File: src/chks_pkg.sv
package chks_pkg;

    localparam int SLOTS = 128;                 // power of two: index is the low hash bits
    localparam int IDX_W = $clog2(SLOTS);
    localparam int KEY_W = 32;
    localparam int KICK_W = 7;

    localparam logic [KEY_W-1:0] MIX_A = 32'h045d_9f3b;
    localparam logic [KEY_W-1:0] MIX_B = 32'h3335_b369;

    localparam logic [KICK_W-1:0] KICKS_RESET = 7'd64;

    localparam logic [1:0] CMD_INSERT = 2'd0;
    localparam logic [1:0] CMD_REMOVE = 2'd1;
    localparam logic [1:0] CMD_LOOKUP = 2'd2;

    localparam logic [1:0] STAT_OK   = 2'd0;
    localparam logic [1:0] STAT_MISS = 2'd1;
    localparam logic [1:0] STAT_FULL = 2'd2;

    typedef struct packed {
        logic             start;
        logic             sel_b;    // 0: first-table mix, 1: second-table mix
        logic [KEY_W-1:0] key;
    } hash_req_t;

    typedef struct packed {
        logic             wr;       // write key and set valid
        logic             clr;      // clear valid
        logic [IDX_W-1:0] addr;
    } tbl_ctrl_t;

    function automatic logic [KEY_W-1:0] fold16(input logic [KEY_W-1:0] x);
        return (x >> 16) ^ x;
    endfunction

endpackage

File: src/chks_table.sv
module chks_table
    import chks_pkg::*;
(
    input  logic             clk,
    input  logic             rst_n,
    input  tbl_ctrl_t        ctrl,
    input  logic [KEY_W-1:0] wr_key,
    output logic [KEY_W-1:0] rd_key,
    output logic             rd_valid
);

    logic [KEY_W-1:0] key_mem [SLOTS];
    logic [SLOTS-1:0] valid_reg;
    logic [KEY_W-1:0] rd_key_reg;
    logic             rd_valid_reg;

    // key store: one write, one registered read at the same address
    always_ff @(posedge clk)
    begin
        if (ctrl.wr)
        begin
            key_mem[ctrl.addr] <= wr_key;
        end
        rd_key_reg <= key_mem[ctrl.addr];
    end

    always_ff @(posedge clk or negedge rst_n)
    begin
        if (!rst_n)
        begin
            valid_reg    <= '0;
            rd_valid_reg <= 1'b0;
        end
        else
        begin
            if (ctrl.wr)
            begin
                valid_reg[ctrl.addr] <= 1'b1;
            end
            else if (ctrl.clr)
            begin
                valid_reg[ctrl.addr] <= 1'b0;
            end
            rd_valid_reg <= valid_reg[ctrl.addr];
        end
    end

    assign rd_key   = rd_key_reg;
    assign rd_valid = rd_valid_reg;

endmodule

File: config.mk
export PLATFORM = sky130hd
export DESIGN_NAME = chks_table
export DESIGN_NICKNAME = d
export VERILOG_FILES = /design/src/chks_pkg.sv /design/src/chks_table.sv
export SDC_FILE = /design/constraint.sdc
export NUM_CORES = 2
export LEC_CHECK = 0
export BUFFER_PORTS_ARGS = -buffer_cell sky130_fd_sc_hd__clkbuf_2
export CAP_MARGIN = 20
export CORE_MARGIN = 3
export CORE_UTILIZATION = 30
export DETAILED_ROUTE_END_ITERATION = 16
export SKIP_LAST_GASP = 1
export SLEW_MARGIN = 20
export SYNTH_ARGS = -nofsm -noshare
export SYNTH_HDL_FRONTEND = slang
export SYNTH_SLANG_ARGS = --single-unit
File: constraint.sdc
create_clock -name clk -period 2.15 [get_ports clk]
set_clock_uncertainty 0.2 [all_clocks]
set_input_delay 0.3225 -clock clk [delete_from_list [all_inputs] [get_ports clk]]
set_output_delay 0.3225 -clock clk [all_outputs]
set_load 0.02 [all_outputs]
Yosys cells after proc, flatten, opt, wreduce, memory -nomap -nowiden
Memories as Yosys holds them, arrays and structs flattened. A register that Yosys moved wholly into a read port is not among the register bits.
Index checks and enable logic that the tools add are counted.
W data, S select, Z words.
Cells by class
  $add $sub $neg: 0
  multiply operators: 0
  divide/modulo/power cells: 0
  order comparisons: 2
  equality and inequality tests: 0
  shift-type cells: 0
  mux-type cells: 8
  bitwise gates (word level): 3
  reduce and logical (&&, ||, !) cells: 2
Operators by type and width (count)
  $mux W128: 2
  $and A128 B128 Y128: 1
  $not A128 Y128: 1
  $or A128 B128 Y128: 1
  $lt A7 B8 Y1 const B: 1
  $bmux W1 S7: 1
  $demux W1 S7: 1
  $ge A7 B1 Y1 const B: 1
  $mux W1: 4
  $reduce_bool A2 Y1: 1
  $logic_and A1 B1 Y1: 1
Word-level totals
  bits in registers: 129
  latch bits: 0
  memory bits (writable): 4096
  memory bits (read-only): 0
  input port bits: 43
  output and inout port bits: 33
  logic and storage cells: 18
  memories: 1
Memories
  key_mem: depth 128, bits a word 32, read ports 1, clocked after Yosys merged registers in 1, wr ports 1, line chks_table.sv:12  | logic [KEY_W-1:0] key_mem [SLOTS];

Longest topological paths before layout
  depth after elaboration: 8
  mapped depth: 12
  mapped depth without buffers: 6

Worst setup path after synthesis
Ideal clock, no wire load.
  path kind: in2reg
  from: input ctrl[0] (netlist bit)
  to: memory key_mem[110][0] (enable)
  data arrival time: 3.120 ns
  data required time: 1.529 ns
  setup slack: -1.591 ns
  cell stages on the path: 8
  path buffers: 5
  cells stage by stage: buf_4 -> and3b_1 -> buf_2 -> buf_1 -> buf_1 -> nand2_1 -> clkbuf_1 -> nor2_1
RTL lines
  start, declared: line chks_table.sv:6  | input tbl_ctrl_t ctrl,
  end, declared: line chks_table.sv:12
Straight into the memory's write port.

==> key figures <==
Drt
  – Residual DRC: 0
  – WL/cell: 30.8 µm
  – Post-DRT Antenna Nets: 0
  – DR vias: 104000
  – Initial DRC count: between 15000 and 20000
  – Vias per cell: between 5 and 6
  – 1st-pass router iterations: 9
  – Total wire length: 570000 µm

STA
  – WHS: 0.0291 ns
  – Tmin final: 2.74 ns
  – Slew HR: 37.1%
  – Fmax: 0.365 GHz
  – RSZ-0062 raised after global routing: true
  – Pins over their slew limit: 0
  – Slew @ Worst Pin: approximately 0.94 ns
  – PnR worst setup slack: -0.588 ns
  – Final setup vio count: 43
  – Final period util: 127%
  – Fin. Hold Viols: 0

Synth
  – Synth area leader: edfxtp_1
  – Main synth FF type: edfxtp_1
  – Yosys top cell area share: roughly 75%
  – Post-Syn Area: between 0.15 and 0.2 mm²
  – Async set-reset flop share out of synthesis: 3.03%
  – Warnings from Yosys: 0
  – Commonest cells post-synth: edfxtp_1 (4096), a22oi_1 (514), o21ai_0 (481)
  – Number of synthesized flops with an enable pin: 4096
  – Post-synthesis sequential area ratio: 77.0%
  – Post-synth cell types: ~80
  – Synth area leaders: edfxtp_1 (75%), a22oi_1 (2.3%), mux2i_1 (2.1%)
  – Seq cells post-synth: 4257
  – Syn_nets: 9682
  – Count leader, synth: edfxtp_1
  – Avg Cell Area, Syn: 17.1 µm²
  – Post-synthesis cell count: roughly 9600

Layout
  – Syn-to-layout area delta: 24.8%
  – Cell Count, Final, Fillers Out: 18500
  – Final core utilization: 37.6%
  – Layout cells sized above 1: 26.4%
  – Max reg flops: slightly above 4000
  – Final net count: 10900

Outcome
  – Failing checks: setup timing
  – Status: finished with violations

Power
  – Pwr Density: 885 mW/mm²
  – P_leak: 67.0 nW
  – Peak supply drop: 792 µV

Critical path
  – Startpoint Class: flop
  – Crit path cell chain: mux2_2, a221o_1, a222oi_1, o22ai_2, o31ai_2, buf_6, o32ai_2
  – CP max-delay cell: a222oi_1
  – WP buf/inv: 1
  – Crit path largest cell delay: 0.62 ns
  – Critical Path End Type: flop
  – CP arrival: 3.35 ns
  – Req. time, crit path: 2.76 ns
  – Largest delay share family, worst path: compound AO/OA/AOI/OAI gates
  – Critical path fanouts, max: 1
  – CP Class: reg -> reg

GRT
  – Overall Global Routing Usage: between 15 and 20%
  – Largest net degree at the start of global routing: 76
  – Congestion Overflow GR: 0
  – Initial antenna violation count: 37
  – First-pass GRT wire length: 790000 µm
  – Vias in the first global route: 100000

Die
  – Core ar.: 0.546 mm²
  – Die Ht: 747 µm
  – Die Width: 747 µm
  – Die Area: 0.558 mm²
  – # IOs: 76
  – Initial Util: 30.2%
  – Placement row count: 271

CTS
  – Clock Pin Slew Worst Setup and Hold Paths: about 0.06 ns
  – TritonCTS clock tree: yes
  – CTS Buf Count: 430
  – Clock tree sinks: 4257
  – Longest Clk Path Bufs: 4
  – Htree depth: 5
  – Worst skew pair latency: 0.99 ns
  – Root Driver: clkbuf_16

Place
  – Hpwl dp: 377000 µm
  – Dpl ws: -1.82 ns
  – GPL Wtd Cong: 0.925
  – Placed insts: 17700
  – PortBufs: 75

Worst hold path
  – Worst hold path class: in -> reg

Flow run
  – Total of max-cap violations: 0
==> worst min-delay path: cells and delay by family <==
| kind | cells | cell delay, ns |
|---|---|---|
| buf+inv | 4 | 0.61 |
| compound gates | 1 | 0.16 |
==> worst paths after layout <==
check / startpoint / to / slack [ns] / cells past startpoint
min reg2reg: flop / flop / 0.31 / 2
min: ctrl[5] / rd_valid$_DFF_PN0_ / 0.03 / 5
max reg2reg: key_mem[120][9]$_DFFE_PP_ / rd_key[9]$_DFF_P_ / -0.59 / 7
max: key_mem[120][9]$_DFFE_PP_ / rd_key[9]$_DFF_P_ / -0.59 / 7
min in group asynchronous: rst_n / async pin / 0.47 / 3
max in group asynchronous: rst_n / async pin / 0.62 / 4
==> cell type report <==
cell class	count	area [µm²]
Clock buffer	539	11300
Antenna cell	22	55.1
Multi-Input combinational cell	4554	36500
Clock inverter	262	2720
Fill cell	49900	340000
Tap cell	7234	9050
Timing Repair Buffer	1646	18800
Inverter	13	71.3
Sequential cell	4257	127000
==> metrics by stage <==
| stage | TNS, ns | area, µm² | total power [mW] |
|---|---|---|---|
| 4_1_cts | -451.93 | 205000 | 182 |
| 3_3_place_gp | -3606.27 | 189000 | 107 |
| 2_1_floorplan | -1298.03 | 166000 | 98.9 |
| 3_5_place_dp | -3584.85 | 189000 | 108 |
| 6_report | -11.17 | 205000 | 182 |
| 5_1_grt | -13.12 | 205000 | 186 |
==> cell families after synthesis <==
| family | share of synthesized area (%) |
|---|---|
| AOI/OAI and AO/OA | 14.0 |
| and+or+nand+nor | 2.18 |
| buffers and inverters | 2.21 |
| DFF | 77.0 |
| muxes | 4.54 |
==> power by group <==
| group | switching, mW | internal (mW) |
|---|---|---|
| clock | 32.3 | 42.9 |
| combinational | 9.25 | 5.23 |
| sequential | 0.573 | 91.6 |
==> what timing repair did <==
action	CTS	global route
setup buffers	3	2
hold endpoints to repair	4353	1
setup endpoints to repair	455	2881
resized for setup	294	41
pin swaps	72	41
cloned	1	1
hold buffers	40	1
==> routing by layer <==
layer | vias to the layer above | part of all wire [%] | GRT usage, %
li1 | 42800 | - | -
met1 | 53900 | 39 | 26.3
met2 | 6211 | 45 | 30.5
met3 | 1055 | 10 | 4.00
met4 | 6 | 5.6 | 9.34
met5 | - | 0.0065 | 0
==> cell usage in the layout, fill, tap and decap left out, types with 54 or more instances in the layout <==
master,netlist,layout
a221o_1,103,103
a22oi_1,514,511
mux2i_1,340,340
o22ai_1,245,239
a22o_1,54,54
o21ai_0,481,477
mux2_2,219,215
buf_12,0,474
buf_4,32,1058
a211o_1,88,88
dfrtp_1,129,128
mux4_2,66,66
a21oi_1,376,374
o221ai_1,90,89
clkinv_2,0,88
a211oi_1,68,60
clkbuf_1,432,98
o32ai_1,108,99
edfxtp_1,4096,4096
nor2_4,0,133
a21bo_2,97,97
nor2_1,252,118
a222oi_1,259,259
a221oi_1,296,279
clkinv_1,1,85
clkbuf_16,0,434
nand2_1,371,355
Note: power is estimated with default switching activity, not from simulation.
