<file path="src/chks_pkg.sv">
package chks_pkg;

    localparam int SLOTS = 128;                 // power of two: index is the low hash bits
    localparam int IDX_W = $clog2(SLOTS);
    localparam int KEY_W = 32;
    localparam int KICK_W = 7;

    localparam logic [KEY_W-1:0] MIX_A = 32'h045d_9f3b;
    localparam logic [KEY_W-1:0] MIX_B = 32'h3335_b369;

    localparam logic [KICK_W-1:0] KICKS_RESET = 7'd64;

    localparam logic [1:0] CMD_INSERT = 2'd0;
    localparam logic [1:0] CMD_REMOVE = 2'd1;
    localparam logic [1:0] CMD_LOOKUP = 2'd2;

    localparam logic [1:0] STAT_OK   = 2'd0;
    localparam logic [1:0] STAT_MISS = 2'd1;
    localparam logic [1:0] STAT_FULL = 2'd2;

    typedef struct packed {
        logic             start;
        logic             sel_b;    // 0: first-table mix, 1: second-table mix
        logic [KEY_W-1:0] key;
    } hash_req_t;

    typedef struct packed {
        logic             wr;       // write key and set valid
        logic             clr;      // clear valid
        logic [IDX_W-1:0] addr;
    } tbl_ctrl_t;

    function automatic logic [KEY_W-1:0] fold16(input logic [KEY_W-1:0] x);
        return (x >> 16) ^ x;
    endfunction

endpackage

</file>
<file path="src/chks_hash.sv">
module chks_hash
    import chks_pkg::*;
(
    input  logic             clk,
    input  logic             rst_n,
    input  hash_req_t        req,
    output logic             done,
    output logic [IDX_W-1:0] idx
);

    logic [KEY_W-1:0] x_reg, x_next;
    logic [KEY_W-1:0] mul_reg, mul_next;
    logic             busy_reg, busy_next;
    logic             step_reg, step_next;
    logic             done_reg, done_next;
    logic [KEY_W-1:0] folded;
    logic [KEY_W-1:0] prod;
    logic [KEY_W-1:0] mixed;

    // one shared multiplier, used twice per hash
    assign folded = fold16(x_reg);
    assign prod   = folded * mul_reg;
    assign mixed  = fold16(x_reg);

    always_comb
    begin
        x_next    = x_reg;
        mul_next  = mul_reg;
        busy_next = busy_reg;
        step_next = step_reg;
        done_next = 1'b0;
        if (req.start)
        begin
            x_next    = req.key;
            mul_next  = req.sel_b ? MIX_B : MIX_A;
            busy_next = 1'b1;
            step_next = 1'b0;
        end
        else if (busy_reg)
        begin
            x_next = prod;
            if (step_reg)
            begin
                busy_next = 1'b0;
                done_next = 1'b1;
            end
            else
            begin
                step_next = 1'b1;
            end
        end
    end

    always_ff @(posedge clk or negedge rst_n)
    begin
        if (!rst_n)
        begin
            busy_reg <= 1'b0;
            step_reg <= 1'b0;
            done_reg <= 1'b0;
        end
        else
        begin
            busy_reg <= busy_next;
            step_reg <= step_next;
            done_reg <= done_next;
        end
    end

    always_ff @(posedge clk)
    begin
        x_reg   <= x_next;
        mul_reg <= mul_next;
    end

    assign done = done_reg;
    assign idx  = mixed[IDX_W-1:0];

endmodule

</file>
<file path="config.mk">
export PLATFORM = sky130hd
export DESIGN_NAME = chks_hash
export DESIGN_NICKNAME = d
export VERILOG_FILES = /design/src/chks_pkg.sv /design/src/chks_hash.sv
export SDC_FILE = /design/constraint.sdc
export NUM_CORES = 1
export LEC_CHECK = 0
export ABC_AREA = 0
export BUFFER_PORTS_ARGS = -buffer_cell sky130_fd_sc_hd__buf_2
export CAP_MARGIN = 20
export CORE_AREA = 2 2 201 104
export DETAILED_ROUTE_END_ITERATION = 6
export DIE_AREA = 0 0 203 106
export GPL_ROUTABILITY_DRIVEN = 0
export PLACE_DENSITY = 0.85
export SKIP_CTS_REPAIR_TIMING = 1
export SLEW_MARGIN = 10
export SYNTH_ARGS = -nofsm -noshare
export SYNTH_HDL_FRONTEND = slang
export SYNTH_SLANG_ARGS = --single-unit
</file>
<file path="constraint.sdc">
create_clock -name clk -period 18.8 [get_ports clk]
set_input_delay 5.64 -clock clk [delete_from_list [all_inputs] [get_ports clk]]
set_output_delay 5.64 -clock clk [all_outputs]
set_load 0.01 [all_outputs]
</file>
# --- Yosys cells after proc, flatten, opt, wreduce, memory -nomap -nowiden ---
# Index checks and enable logic that the tools add are counted.
word_totals:
  inputBits: 36
  register_bits: 67
  word_cells: 19
classes:
  mux: 11
  n_reduce_logical: 1
  bitwise: 1
  mul: 1
op_table:
  columns: ["op", "n"]
  rows:
  - ["$mux 32", 2]
  - ["$mul 32x32->32", 1]
  - ["$xor 16x32->32", 1]
  - ["$mux 30", 1]
  - ["$mux 1", 8]
  - ["$reduce_bool 2->1", 1]

# --- Logic depth before layout (Yosys ltp) ---
# Gate-level depths: netlist (run 1).
logic_depth:
  ltp_word: 4
  depth_mapped: 29

# --- Worst setup path after synthesis (run 1) ---
# Ideal clock, no wire load.
synth_path:
  path_kind: "reg-to-reg"
  start: "reg x_reg[26]"
  end: "reg x_reg[30] (data pin)"
  t_required_ns: 18.665
  arrival_ns: 7.340
  path_slack_ns: 11.325
  setup_time_ns: 0.135
  stages_incl_launch_ff: 25
  path_buffers: 0
  cell_sequence: "edfxtp_1 xor2_1 inv_1 fa_1 fa_1 inv_1 fa_1 inv_1 fa_1 inv_1 fa_1 inv_1 fa_1 inv_1 fa_1 fa_1 ha_1 a21o_1 a211o_1 o211ai_1 a21oi_1 a311oi_2 nor3_1 or4_1 nand3_1"
synth_via:
  elab_chain_cells: 4
synth_rtl:
  columns: ["item", "line_no", "rtl"]
  rows:
  - ["from (decl)", "chks_hash.sv:11", "logic [KEY_W-1:0] x_reg, x_next;"]
  - ["from (signal assigned)", "chks_hash.sv:72", "x_reg <= x_next;"]
  - ["$xor 16x32->32", null, null]
  - ["$mul 32x32->32", "chks_hash.sv:22", "assign prod = folded * mul_reg;"]
  - ["$mux 32", "chks_hash.sv:39", "else if (busy_reg)"]
  - ["$mux 32", "chks_hash.sv:32", "if (req.start)"]
  - ["named net x_next[30]", "chks_hash.sv:11", null]
# The timed path passes the listed nets, and every way through them passes these cells. The select of a mux whose other input is x is not followed.
# A chain may end at the register's enable or synchronous reset.

# --- Worst setup path in the final report (run 1) ---
layout_path:
  start: "reg x_reg[24]"
  end: "reg x_reg[30] (data pin)"
# The elaborated chain is that of the path after synthesis.

==> metrics, run 1 <==
P&R area growth vs syn=5.332%; Max-Cap Viols=0; drt first-iter violations=a little under 1,000; Mapped Cells=1,369; CTS root buf=clkbuf_16; register area share after synthesis=0.07998; Async SR Flop Fraction=0.08108; Yosys top cell area share=0.4382; Initial Utilization=0.6868; share of post-route cells with drive strength above 1=0.06073; WL met1=between 15 and 20 mm; CP Capture Type=flop; port buffer count=43; Synth Flop Type=edfxtp_1; WL per Instance=23.08 um; EDFF count, synth=34; Avg Inst Size Synth=10.01 um^2; met2 WL=approximately 15 mm; vias in the first global route=10,350; Crit path top cell by count=fa_1; Area contributors post-synth=fa_1 44%, ha_1 18%, inv_1 12%; area of the multi-input gates=~11,000 um^2; synth unique cells=54; core area=19,950 um^2; CP delay by family, top=adder cells; Max Slew Vio Count=0; Row Count=37; CTS sink cnt=37; FF-to-FF End=x_reg[30]$_DFFE_PP_; largest net degree at the start of global routing=64; FF-to-FF path depth=24; register area=1096 um^2; Hold Path Class=reg -> reg; critical path cell sequence=xor2_1 > nand2_1 > fa_1 > fa_1 > inv_1 > fa_1 > inv_1 > fa_1 > inv_1 > fa_1 > inv_1 > fa_1 > inv_1 > fa_1 > fa_1 > ha_1 > a21o_1 > a211o_1 > o211ai_1 > a21oi_1 > a311oi_2 > nor3_1 > or4_1 > nand3_1; Syn Nets=1,898; max incr delay on CP=940 ps; Setup TNS=0 ps; WL final=39.01 mm; fin util=0.7235; Yosys reg bits=37; routed wl met3=7.216 mm; Slew HR=0.2450; GRT Total Usage=0.3885; WHS Path Cells=1; initial antenna violation count=1; Largest register FFs=32; period utilisation layout=0.4498; drt via density=~5.8; TritonRoute pass-1 iters=6; Clock Tree Buf Depth=2; clock slew at reported path FFs=~70 ps; Final Hold Vio Count=0; Worst Skew=8.479 ps; clk_lat worst skew=290 ps; Layout fillers=1,453; first-pass GRT wire length=60.37 mm; vias post-DR=9,772; RSZ-0062 raised after global routing=no; Die X=slightly above 200 um; global route total overflow=0; final setup violation count=0; Startpoint Class=flop; number of routed nets with antenna violations=0; Fmax=0.1183 GHz; R2R Setup Slk=roughly 10,000 ps; Yosys warning total=0; crit path DAT=8610 ps; die height=106 um; IO Pins=44; die area=21,520 um^2; CTS tree=built; post-DP HPWL=around 35 mm; Worst-Margin Slew=1129 ps; reg-to-reg startpoint=x_reg[24]$_DFFE_PP_; Final #Nets=1,944; hold path start=step_reg$_DFFE_PN0P_; CTS Buf Count=5; Crit path required time=18,950 ps; status=finished, final reports clean; mapped cell area=13,700 um^2; kind of critical path=reg -> reg; DRC viols=0; critical path fanouts, max=12; Period minus WS final=~8500 ps; uppermost layer routed=met4; H-tree depth=2; largest area contributor in the netlist=fa_1; critical path's slowest cell=xor2_1; hold endpoint=busy_reg$_DFF_PN0_; critical path buffer and inverter count=5
[worst max-delay path by stage]
stage | end | cells past startpoint | from | slack, ps
after global placement | x_reg[30]$_DFFE_PP_ | 24 | x_reg[24]$_DFFE_PP_ | 10640
after global routing | x_reg[30]$_DFFE_PP_ | 27 | x_reg[24]$_DFFE_PP_ | 10040
after floorplan | x_reg[30]$_DFFE_PP_ | 24 | x_reg[26]$_DFFE_PP_ | 11330
after CTS | x_reg[30]$_DFFE_PP_ | 24 | x_reg[24]$_DFFE_PP_ | 10360
final | x_reg[30]$_DFFE_PP_ | 24 | x_reg[24]$_DFFE_PP_ | 10340
after detailed placement | x_reg[30]$_DFFE_PP_ | 27 | x_reg[24]$_DFFE_PP_ | 10410
[cells in the mapped netlist (2+ instances only)]
library cell,n
inv_1,446
nand2_1,83
and2_1,22
o21ai_0,30
fa_1,300
or3_1,2
a2111oi_0,2
a31oi_1,6
nor2_1,19
o211ai_1,4
clkbuf_1,13
or2_2,2
xor2_2,4
a21oi_1,23
nor3_1,3
o31ai_1,4
o211a_1,2
a211o_1,3
dfrtp_1,3
nand2b_1,5
xnor2_1,61
edfxtp_1,34
a211oi_1,7
a21boi_0,3
nor3b_1,2
nand4_1,2
a21o_1,8
o21bai_1,3
o21a_1,10
buf_4,7
xor2_1,26
ha_1,193
and3_1,3
mux2_2,6
nand3_1,9
[worst reg2reg max path, delay by kind of cell, from the launching register on]
kind / cells / cell delay (ps)
AO/OA/AOI/OAI: 5 / 990
XOR/XNOR: 1 / 940
adder cells (fa/ha/maj): 9 / 4420
buffers and inverters: 5 / 310
flip-flops: 1 / 530
AND/OR/NAND/NOR: 4 / 1110
[placed cells by master (no fill, tap or decap), types with 10 or more instances in the layout]
cell type and count:
fa_1 300, nand2_1 83, nor2_1 19, ha_1 193, and2_1 22, buf_2 43, o21ai_0 30, edfxtp_1 34
a21oi_1 23, xnor2_1 61, o21a_1 10, xor2_1 26, inv_1 446, buf_4 18
[through the flow]
step	worst slack [ps]	instance area [um^2]	hold slack (ps)	std cells
2_1_floorplan	11330	13700	440.2	1369
3_3_place_gp	10640	14290	467.3	1681
3_5_place_dp	10410	14290	476.5	1681
4_1_cts	10360	14430	487.5	1689
5_1_grt	10040	14430	506.5	1689
6_report	10340	14440	483.7	1690
[per-layer routing]
metal / vias up / track usage
li1: 4168 / -
met1: 4854 / 0.5782
met2: 703 / 0.5213
met3: 47 / 0.1895
met4: 0 / 0.05631
met5: - / 0
[logic make-up after synthesis]
group                    synth area share
adder cells (fa/ha/maj)            0.6144
buffers and inverters              0.1305
AND/OR/NAND/NOR                   0.05350
AO/OA/AOI/OAI                     0.05469
XOR/XNOR                          0.06199
flip-flops                        0.07998
multiplexers                     0.004930
[final cells by class]
type,instances,area share
multi-input combinational,863,0.7496
inverter,447,0.1162
sequential,37,0.07593
timing repair buffer,61,0.02427
tap,273,0.02366
clock buffer,5,0.008668
clock inverter,3,0.001474
antenna,1,0.0001734
Power of run 1 is not shown: default switching activity piles up to over one toggle a cycle in this logic, so the estimate is an artifact.
==> run 2: changes to the inputs <==
Settings changed: CORE_AREA 2 2 201 104 to 2 2 217 112, DIE_AREA 0 0 203 106 to 0 0 219 114, PLACE_DENSITY 0.85 to 0.77.
Clock period 18.8 ns to 7.6 ns, I/O delays scaled along.
==> run 2 against run 1 <==
  * Die area rose by 16%
  * Fmax rose by 14%
  * Sequential share of layout area fell by 0.33 points
  * Clock-buffer cell count did not move
  * Utilization fell by 7.7 points
  * Global-route usage fell by 4.3 points
  * Critical path type unchanged
  * Register-to-register slack got worse by 10000 ps
  * Final cell count rose by 5.3%
  * Highest routed layer is now met5
  * Design area rose by 4.5%
  * Setup slack got worse by 10000 ps
  * Sequential cell count did not move
==> metrics, run 2 (synthesis gave the netlist of run 1 again) <==
register area=1096 um^2 (unchanged); Max-Cap Viols=0 (unchanged); first-pass GRT wire length=61.73 mm (+2.3%); Row Count=40 (+8.1%); initial antenna violation count=1 (unchanged); vias post-DR=9,870 (+1.0%); Crit path required time=7750 ps (-11,200 ps); most frequent cells in the layout=442 x inv_1, 298 x fa_1, 191 x ha_1; P&R area growth vs syn=10.09%; GRT Total Usage=0.3453 (-0.04326); FF-to-FF path depth=24 (unchanged); Final #Nets=1,993 (+2.5%); H-tree depth=2 (unchanged); Final Hold Vio Count=0 (unchanged); clock slew at reported path FFs=60 ps (about the same); vias in the first global route=10,390 (+0.37%); critical path fanouts, max=14 (+2); largest net degree at the start of global routing=64 (unchanged); final setup violation count=0 (unchanged); Slew HR=0.4140 (+0.1691); R2R Setup Slk=180 ps (-10,160 ps); post-DP HPWL=36.53 mm (+4.6%); drt via density=5.545 (-4.1%); share of post-route cells with drive strength above 1=0.1100 (+0.04924); Largest register FFs=32 (unchanged); drt first-iter violations=1,204 (+23%); Initial Utilization=0.5876 (-0.09923); FF-to-FF End=x_reg[30]$_DFFE_PP_; CTS tree=built; die area=24,970 um^2 (+16%); clk_lat worst skew=280 ps (about the same); kind of critical path=reg -> reg; die height=114 um (+7.5%); port buffer count=43 (unchanged); period utilisation layout=0.9761 (+0.5263); Clock Tree Buf Depth=2 (unchanged); Worst-Margin Slew=871.2 ps (-257.6 ps); CTS Buf Count=5 (unchanged); Startpoint Class=flop; DRC viols=0 (unchanged); Die X=219 um (+7.9%); Layout fillers=1,831 (+26%); WL final=40.62 mm (+4.1%); final hold slack=500.4 ps (+16.68 ps); IO Pins=44 (unchanged); Max Slew Vio Count=0 (unchanged); WHS Path Cells=1 (unchanged); Hold Path Class=reg -> reg; core area=23,320 um^2 (+17%); Fmax=0.1348 GHz (+14%); CP Capture Type=flop; Final WS setup=181.8 ps (-10,160 ps); crit path DAT=7570 ps (-1040 ps); WL per Instance=22.82 um (-1.1%); status=finished, final reports clean; number of routed nets with antenna violations=0 (unchanged); hold endpoint=busy_reg$_DFF_PN0_; Period minus WS final=7418 ps (-1037 ps); Worst Skew=2.389 ps (-6.090 ps); area of the multi-input gates=11,010 um^2 (+1.8%); TritonRoute pass-1 iters=7 (+1); reg-to-reg startpoint=x_reg[22]$_DFFE_PP_; commonest non-fill, non-tap cell in the layout=inv_1; hold path start=step_reg$_DFFE_PN0P_; global route total overflow=0 (unchanged); CTS root buf=clkbuf_16; pre-CTS setup slack=10.22 ps (-10,400 ps); CTS sink cnt=37 (unchanged); fin util=0.6469 (-0.07657)
run 2: changes by cell type in the layout (fill, tap and decap cells not counted), moves of 4 or more:
cell	delta
a21oi_1	-4
a21oi_2	+4
xor2_4	+5
inv_1	-4
buf_4	+44
xor2_1	-7
run 2: worst max path at each step:
stage                                     end                 from
after floorplan           x_reg[30]$_DFFE_PP_  x_reg[26]$_DFFE_PP_
after CTS                 x_reg[30]$_DFFE_PP_  x_reg[24]$_DFFE_PP_
after global routing      x_reg[30]$_DFFE_PP_   x_reg[7]$_DFFE_PP_
after detailed placement  x_reg[30]$_DFFE_PP_  x_reg[24]$_DFFE_PP_
final                     x_reg[30]$_DFFE_PP_  x_reg[22]$_DFFE_PP_
after global placement    x_reg[30]$_DFFE_PP_  x_reg[24]$_DFFE_PP_
run 2: cell type report:
class | instances | share of cell area
Tap cell | 315 | 0.02612
Inverter | 447 | 0.1115
Multi-Input combinational cell | 863 | 0.7300
Antenna cell | 1 | 0.0001659
Clock buffer | 5 | 0.008293
Sequential cell | 37 | 0.07265
Clock inverter | 2 | 0.0007464
Timing Repair Buffer | 110 | 0.05059
run 2: stage by stage:
| stage | area, um^2 | TNS, ps | std cells |
|---|---|---|---|
| finish | 15090 | 0 | 1780 |
| CTS | 14790 | -31.29 | 1769 |
| detailed placement | 14660 | 0 | 1762 |
| global placement | 14660 | 0 | 1762 |
| global route | 15080 | -35.43 | 1779 |
| floorplan | 13700 | 0 | 1369 |
run 2: worst max-delay path: stages (launching register included):
cell	delay, ps
edfxtp_1	520
xor2_4	300
buf_4	310
nand2_1	130
inv_1	210
fa_1	450
inv_1	80
fa_1	190
inv_1	70
fa_1	490
inv_1	60
fa_1	490
inv_1	60
fa_1	500
fa_1	570
fa_1	430
fa_1	520
ha_2	330
a211o_1	270
o211ai_1	90
a21oi_2	100
a311oi_2	370
nor3_1	110
or4_1	510
nand3_1	100
run 2: per-layer routing:
layer  vias up  track usage  routed length [um]
met5         -      0.02745                  92
met4         2      0.03333                 424
met3        45       0.2109                7865
met2       701       0.4325               14890
met1      4855       0.5134               17340
li1       4267            -                   -
Power of run 2 is left out for the same reason.
==> run 3: changes to the inputs <==
Settings changed: BUFFER_PORTS_ARGS -buffer_cell sky130_fd_sc_hd__buf_2 to unset, CORE_AREA 2 2 217 112 to 2 2 214 111, CTS_BUF_LIST set to sky130_fd_sc_hd__clkbuf_4 sky130_fd_sc_hd__clkbuf_8, DIE_AREA 0 0 219 114 to 0 0 216 113, DONT_BUFFER_PORTS set to 1, GPL_TIMING_DRIVEN set to 0.
==> run 3 against run 2 <==
  * Register-to-register slack worse by 110 ps
  * Die area down 2.2%
  * Clock-buffer cell count is 1 higher
==> metrics, run 3 (synthesis gave the netlist of run 1 again) <==
drt first-iter violations=1,034 (-14%); final hold slack=480.0 ps (-20.43 ps); die area=24,410 um^2 (-2.2%); Crit path top cell by count=fa_1; WL per Instance=23.90 um (+4.7%); Finished Cell Area=15,250 um^2 (+1.1%); GRT Total Usage=0.3441 (-0.001161); WL final=41.98 mm (+3.4%); Final #Nets=1,978 (-0.75%); Period minus WS final=7523 ps (+105.3 ps); critical path buffer and inverter count=6 (unchanged); CTS Buf Count=5 (unchanged); critical path fanouts, max=8 (-6); first-pass GRT wire length=60.73 mm (-1.6%); critical path's slowest cell=fa_1; core area=22,450 um^2 (-3.8%); Worst-Margin Slew=793.6 ps (-77.52 ps); Largest register FFs=32 (unchanged); Ant. Diodes=0 (-1); max incr delay on CP=580 ps (about the same); P&R area growth vs syn=11.26%; fin cells=1,757 (-1.3%); Slew HR=0.4690 (+0.05502); CTS tree=built; H-tree depth=2 (unchanged); vias in the first global route=10,380 (-0.12%); final setup violation count=0 (unchanged); clock slew at reported path FFs=80 ps (+20 ps); Die X=216 um (-1.4%); Clock Tree Buf Depth=2 (unchanged); global route total overflow=0 (unchanged); Worst Skew=9.550 ps (+7.161 ps); TritonRoute pass-1 iters=7 (unchanged); share of post-route cells with drive strength above 1=0.1083 (-0.001697); IO Pins=44 (unchanged); period utilisation layout=0.9899 (+0.01385); status=finished, final reports clean; CTS sink cnt=37 (unchanged); Final Hold Vio Count=0 (unchanged); CP Capture Type=flop; fin util=0.6793 (+0.03238); vias post-DR=10,040 (+1.7%); CTS root buf=clkbuf_8; Fmax=0.1329 GHz (-1.4%); post-DP HPWL=35.65 mm (-2.4%); Max Slew Vio Count=0 (unchanged); Hold Path Class=reg -> reg; crit path DAT=7690 ps (+120 ps); number of routed nets with antenna violations=0 (unchanged); Startpoint Class=flop; largest net degree at the start of global routing=33 (-48%); clk_lat worst skew=300 ps (+20 ps); Inst Count DP=1,679 (-4.7%); Max-Cap Viols=0 (unchanged); CP delay by family, top=adder cells; Crit path required time=7770 ps (+20 ps); die height=113 um (-0.88%); Row Count=39 (-2.5%); most frequent cells in the layout=440 x inv_1, 297 x fa_1, 191 x ha_1; placed inst area=14,150 um^2 (-3.4%); critical path cell sequence=xor2_1 > buf_4 > and2_1 > fa_1 > inv_1 > fa_1 > inv_1 > ha_1 > inv_1 > fa_1 > inv_1 > fa_1 > fa_1 > fa_1 > fa_1 > ha_1 > or2_2 > a21oi_1 > a21oi_2 > a311oi_2 > buf_4 > nor3_1 > or4_1 > nand3_1; Initial Utilization=0.6105 (+0.02293); commonest non-fill, non-tap cell in the layout=inv_1; DRC viols=0 (unchanged); drt via density=5.714 (+3.1%); initial antenna violation count=1 (unchanged); port buffer count=0 (-100%); kind of critical path=reg -> reg
-- run 3: worst paths after layout --
path                                      start                   to  slack (ps)  cells past startpoint
min in group asynchronous                 rst_n   busy_reg$_DFF_PN0_        1660                      0
max in group asynchronous                 rst_n       done$_DFF_PN0_        5870                      0
min                        step_reg$_DFFE_PN0P_   busy_reg$_DFF_PN0_         480                      1
min reg2reg                step_reg$_DFFE_PN0P_   busy_reg$_DFF_PN0_         480                      1
max                         x_reg[17]$_DFFE_PP_  x_reg[30]$_DFFE_PP_          80                     24
max reg2reg                 x_reg[17]$_DFFE_PP_  x_reg[30]$_DFFE_PP_          80                     24
-- run 3: stage by stage --
step                worst slack (ps)  TNS [ps]
global route                  -173.9    -422.4
CTS                            -1296    -16960
detailed placement             -1250    -15840
floorplan                      125.4         0
finish                         76.51         0
global placement               -1397    -15640
-- run 3: layout make-up --
class	count	area (um^2)
Sequential cell	37	1096
Clock inverter	2	10.01
Timing Repair Buffer	73	654.4
Fill cell	1671	7199
Buffer	21	147.6
Tap cell	307	384.1
Multi-Input combinational cell	864	11200
Clock buffer	6	76.32
Inverter	447	1682
-- run 3: metal layers --
| layer | track usage | part of all wire | up-vias |
|---|---|---|---|
| met2 | 0.4525 | 0.40 | 691 |
| met5 | 0 | 0 | - |
| met3 | 0.1823 | 0.18 | 72 |
| met4 | 0.04795 | 0.015 | 0 |
| met1 | 0.5107 | 0.41 | 5039 |
| li1 | - | - | 4238 |
Power of run 3 is left out for the same reason.
